**src/hw/rtl/fbdp_pkg.sv**
```systemverilog
package fbdp_pkg;

	localparam int CFG_W   = 7;
	localparam int COORD_W = 7;
	localparam int BND_W   = 11;
	localparam int SQ_W    = 16;
	localparam int COUNT_W = 13;
	localparam int PIX_W   = 32;

	localparam logic [1:0] OP_CLEAR = 2'd0;
	localparam logic [1:0] OP_DISC  = 2'd1;
	localparam logic [1:0] OP_READ  = 2'd2;
	localparam logic [1:0] OP_NONE  = 2'd3;

	localparam logic REG_CANVAS_WIDTH  = 1'b0;
	localparam logic REG_CANVAS_HEIGHT = 1'b1;

	typedef struct packed {
		logic wipe;
		logic load;
		logic setup;
		logic scan;
		logic rd;
		logic finish;
	} fbdp_cmd_t;

	typedef struct packed {
		logic wipe_last;
		logic scan_go;
		logic read_go;
		logic scan_last;
		logic out_free;
	} fbdp_sts_t;

endpackage

```
**src/hw/rtl/fbdp_ctrl.sv**
```systemverilog
module fbdp_ctrl import fbdp_pkg::*; (
	input  logic      clk,
	input  logic      arst_n,
	input  logic      in_valid,
	output logic      in_ready,
	input  fbdp_sts_t sts,
	output fbdp_cmd_t cmd
);

	typedef enum logic [2:0] {
		ST_WIPE,
		ST_IDLE,
		ST_SETUP,
		ST_SCAN,
		ST_DRAIN,
		ST_READ,
		ST_DONE
	} state_t;

	state_t state_q;

	always_ff @(posedge clk or negedge arst_n) begin
		if (!arst_n) begin
			state_q <= ST_WIPE;
		end else begin
			unique case (state_q)
				ST_WIPE: begin
					if (sts.wipe_last) begin
						state_q <= ST_IDLE;
					end
				end
				ST_IDLE: begin
					if (in_valid) begin
						state_q <= ST_SETUP;
					end
				end
				ST_SETUP: begin
					if (sts.scan_go) begin
						state_q <= ST_SCAN;
					end else if (sts.read_go) begin
						state_q <= ST_READ;
					end else begin
						state_q <= ST_DONE;
					end
				end
				ST_SCAN: begin
					if (sts.scan_last) begin
						state_q <= ST_DRAIN;
					end
				end
				ST_DRAIN: begin
					state_q <= ST_DONE;
				end
				ST_READ: begin
					state_q <= ST_DONE;
				end
				ST_DONE: begin
					if (sts.out_free) begin
						state_q <= ST_IDLE;
					end
				end
				default: begin
					state_q <= ST_IDLE;
				end
			endcase
		end
	end

	assign in_ready = (state_q == ST_IDLE);

	always_comb begin
		cmd        = '0;
		cmd.wipe   = (state_q == ST_WIPE);
		cmd.load   = (state_q == ST_IDLE) && in_valid;
		cmd.setup  = (state_q == ST_SETUP);
		cmd.scan   = (state_q == ST_SCAN);
		cmd.rd     = (state_q == ST_READ);
		cmd.finish = (state_q == ST_DONE) && sts.out_free;
	end

endmodule

```
**config.mk**
```make
export PLATFORM = sky130hd
export DESIGN_NAME = fbdp_ctrl
export DESIGN_NICKNAME = d
export VERILOG_FILES = /design/src/hw/rtl/fbdp_pkg.sv /design/src/hw/rtl/fbdp_ctrl.sv
export SDC_FILE = /design/constraint.sdc
export NUM_CORES = 1
export LEC_CHECK = 0
export BUFFER_PORTS_ARGS = -buffer_cell sky130_fd_sc_hd__buf_2
export CORE_AREA = 4 4 41 43
export DETAILED_ROUTE_END_ITERATION = 16
export DIE_AREA = 0 0 45 47
export HOLD_SLACK_MARGIN = 0.12
export PLACE_DENSITY_LB_ADDON = 0.05
export SLEW_MARGIN = 25
export SYNTH_ARGS = -nofsm -noshare
export SYNTH_HDL_FRONTEND = slang
export SYNTH_SLANG_ARGS = --single-unit
```
**constraint.sdc**
```tcl
create_clock -name clk -period 3.08 [get_ports clk]
set_clock_uncertainty 0.15 [all_clocks]
set_input_delay 0.308 -clock clk [delete_from_list [all_inputs] [get_ports clk]]
set_output_delay 0.308 -clock clk [all_outputs]
set_load 0.02 [all_outputs]
```
==> qor.csv <==
stage,metric,value,unit
outcome,status,completed,
setup_path,cp-start-kind,flip-flop,
timing,rsz0062_at_grt,no,
cells_and_area,largest_reg_flops,3,
drt,vias_per_cell,4.50,
cells_and_area,area_growth,47.9,%
power,power_density,1050,nW/um2
timing,min_period,1770,ps
cells_and_area,diodes,0,
global_route,grt_use_total,8.08,%
clock_tree,cts_tree,done,
global_route,grt_pass1_wl,1170,um
floorplan,ios,15,
drt,routedWlPerCell,11.4,um
synth,syn_inst,32,
clock_tree,clock_latency,240,ps
setup_path,critPathKind,reg -> out,
synth,ys_ff_latch,3,
drt,firstDrtPassIters,3,
setup_path,critPathBufInv,1,
job,maxCapViolCount,0,
drt,ant_nets,0,
timing,slew_violations,0,
global_route,grt_max_degree,16,
clock_tree,htree_levels,1,
global_route,grt_pass1_vias,275,
global_route,grt_util_met2,10.2,%
placed_design,port_buffers,14,
power,leakagePower,0.000180,uW
clock_tree,path_clk_slew,40,ps
floorplan,initial_core_util,18.5,%
timing,tightestPinTransition,391,ps
global_route,gr-usage-met1,10.1,%
power,vdd_drop_max,285,uV
setup_path,cp_top_family,flip-flops,
clock_tree,cts_made_buffers,3,
setup_path,crit_chain,"nor3b_1, buf_2",
drt,wirelength,729,um
setup_path,cp-end-kind,output pin,
clock_tree,cts_resized,0,
global_route,grtUsageMet3,6.13,%
global_route,antenna_found_initial,0,
synth,synthDistinctLibCells,17,
timing,finalHoldViolCount,0,
synth,ys_seq_area_share,31.3,%
min_path,min_path_type,in -> reg,
cells_and_area,layout.nets,58,
timing,setup_viol,0,
timing,worst_slack,1310,ps
clock_tree,cts_buffer_depth,2,
setup_path,cp_max_fo,15,
setup_path,critPathMaxStageDelay,510,ps
timing,finalCritPeriodShare,57.4,%
clock_tree,cts.sinks,3,
clock_tree,clockRootBuffer,clkbuf_4,
synth,postSynthAreaPerCell,7.51,um2
synth,yosysWarnings,0,
floorplan,fp.dieH,47,um
synth,syn_area,240,um2
floorplan,core,1300,um2
timing,finalSetupTns,0,ps
drt,vias,288,
setup_path,slowest_stage,dfrtp_1,
placed_design,hpwlAfterDp,555,um
setup_path,worst_ep_required_time,2620,ps
placed_design,gp_congestion,0.664,
power,power,373,uW
placed_design,post-place-ws,1540,ps
drt,drc,0,
setup_path,arrival,1310,ps
floorplan,die-area,2120,um2
global_route,grt.busiest_layer,met2,
synth,synth_nets,40,
floorplan,die_width,45,um
placed_design,placed_area,319,um2
cells_and_area,top_regs,state_q: 3 flops,
timing,fmax,0.566,GHz
cells_and_area,drive_gt1_share,34.7,%
drt,dr.first_iter.drc_count,2,
floorplan,rows,13,
cells_and_area,largest_register,state_q,
cells_and_area,final_cell_area,355,um2
global_route,overflow,0,
timing,slew_headroom,73.9,%
==> layout by cell type, fill, tap and decap left out <==
cell type and count:
nand2_1 2, and2_1 1, clkbuf_1 1, nor3b_1 2, dlygate4sd3_1 1, o211ai_1 2, a21boi_0 1, clkbuf_4 3
dfrtp_1 3, a22o_1 1, o31ai_1 1, inv_1 1, nor2_1 5, a221o_1 1, and3_1 2, o21ai_0 2
nor3_1 2, buf_2 14, nand2b_1 2, a21oi_1 2
==> routing by layer <==
metal | wire (um) | vias up
met1 | 363 | 125
met4 | 0 | 0
met3 | 56 | 0
li1 | - | 152
met5 | 0 | -
met2 | 309 | 11
==> timing repair <==
item / CTS / global route
hold buffers: 1 / 0
buffers inserted: 0 / 0
endpoints found under the hold margin: 3 / 0
==> worst min-delay path: stages <==
cell	delay (ps)
buf_2	90
o21ai_0	70
o211ai_1	80
==> synthesized netlist by cell type <==
master	number	area share, %
nor2_1	5	7.8
dfrtp_1	3	31
a21oi_1	2	4.2
and3_1	2	5.2
buf_2	2	4.2
nand2_1	2	3.1
nand2b_1	2	5.2
nor3_1	2	4.2
nor3b_1	2	6.2
o211ai_1	2	6.2
o21ai_0	2	4.2
a21boi_0	1	3.1
a221o_1	1	4.2
a22o_1	1	3.6
and2_1	1	2.6
inv_1	1	1.6
o31ai_1	1	3.1
==> power breakdown <==
part	internal (uW)	total [uW]	switching [uW]
Combinational	83.1	191	108
Clock	48.7	70.9	22.2
Sequential	59.7	111	51.4
Total	192	373	181
==> final timing paths <==
kind	startpoint	endpoint	slack, ps	depth (start not counted)
worst max-delay path	state_q[0]	cmd[3]	1310	2
worst min-delay path	sts[2]	state_q[0]	200	3
worst max register to register	state_q[0]	state_q[1]	1580	3
worst min register to register	state_q[1]	state_q[1]	470	1
max in group asynchronous	arst_n	state_q[0]	2430	2
min in group asynchronous	arst_n	state_q[1]	240	2
==> cell families after synthesis <==
logic type             share of synthesized area, %
AO/OA/AOI/OAI                                  28.6
AND/OR/NAND/NOR                                34.4
buffers and inverters                          5.73
flip-flops                                     31.2
==> stage by stage <==
step | std cells | utilization, % | hold slack, ps
after global routing | 64 | 27.3 | 213
after global placement | 59 | 24.5 | -44.5
after CTS | 64 | 27.3 | 196
final | 64 | 27.3 | 203
after floorplan | 32 | - | -138
after detailed placement | 59 | 24.5 | -45.3
==> layout make-up <==
cell class / count / area, um2
timing repair buffer: 15 / 80.1
tap: 15 / 18.8
multi-input combinational: 26 / 151
sequential: 3 / 75.1
fill: 158 / 946
inverter: 1 / 3.75
clock buffer: 4 / 26.3
No activity file was read; power rests on OpenSTA's default activity.
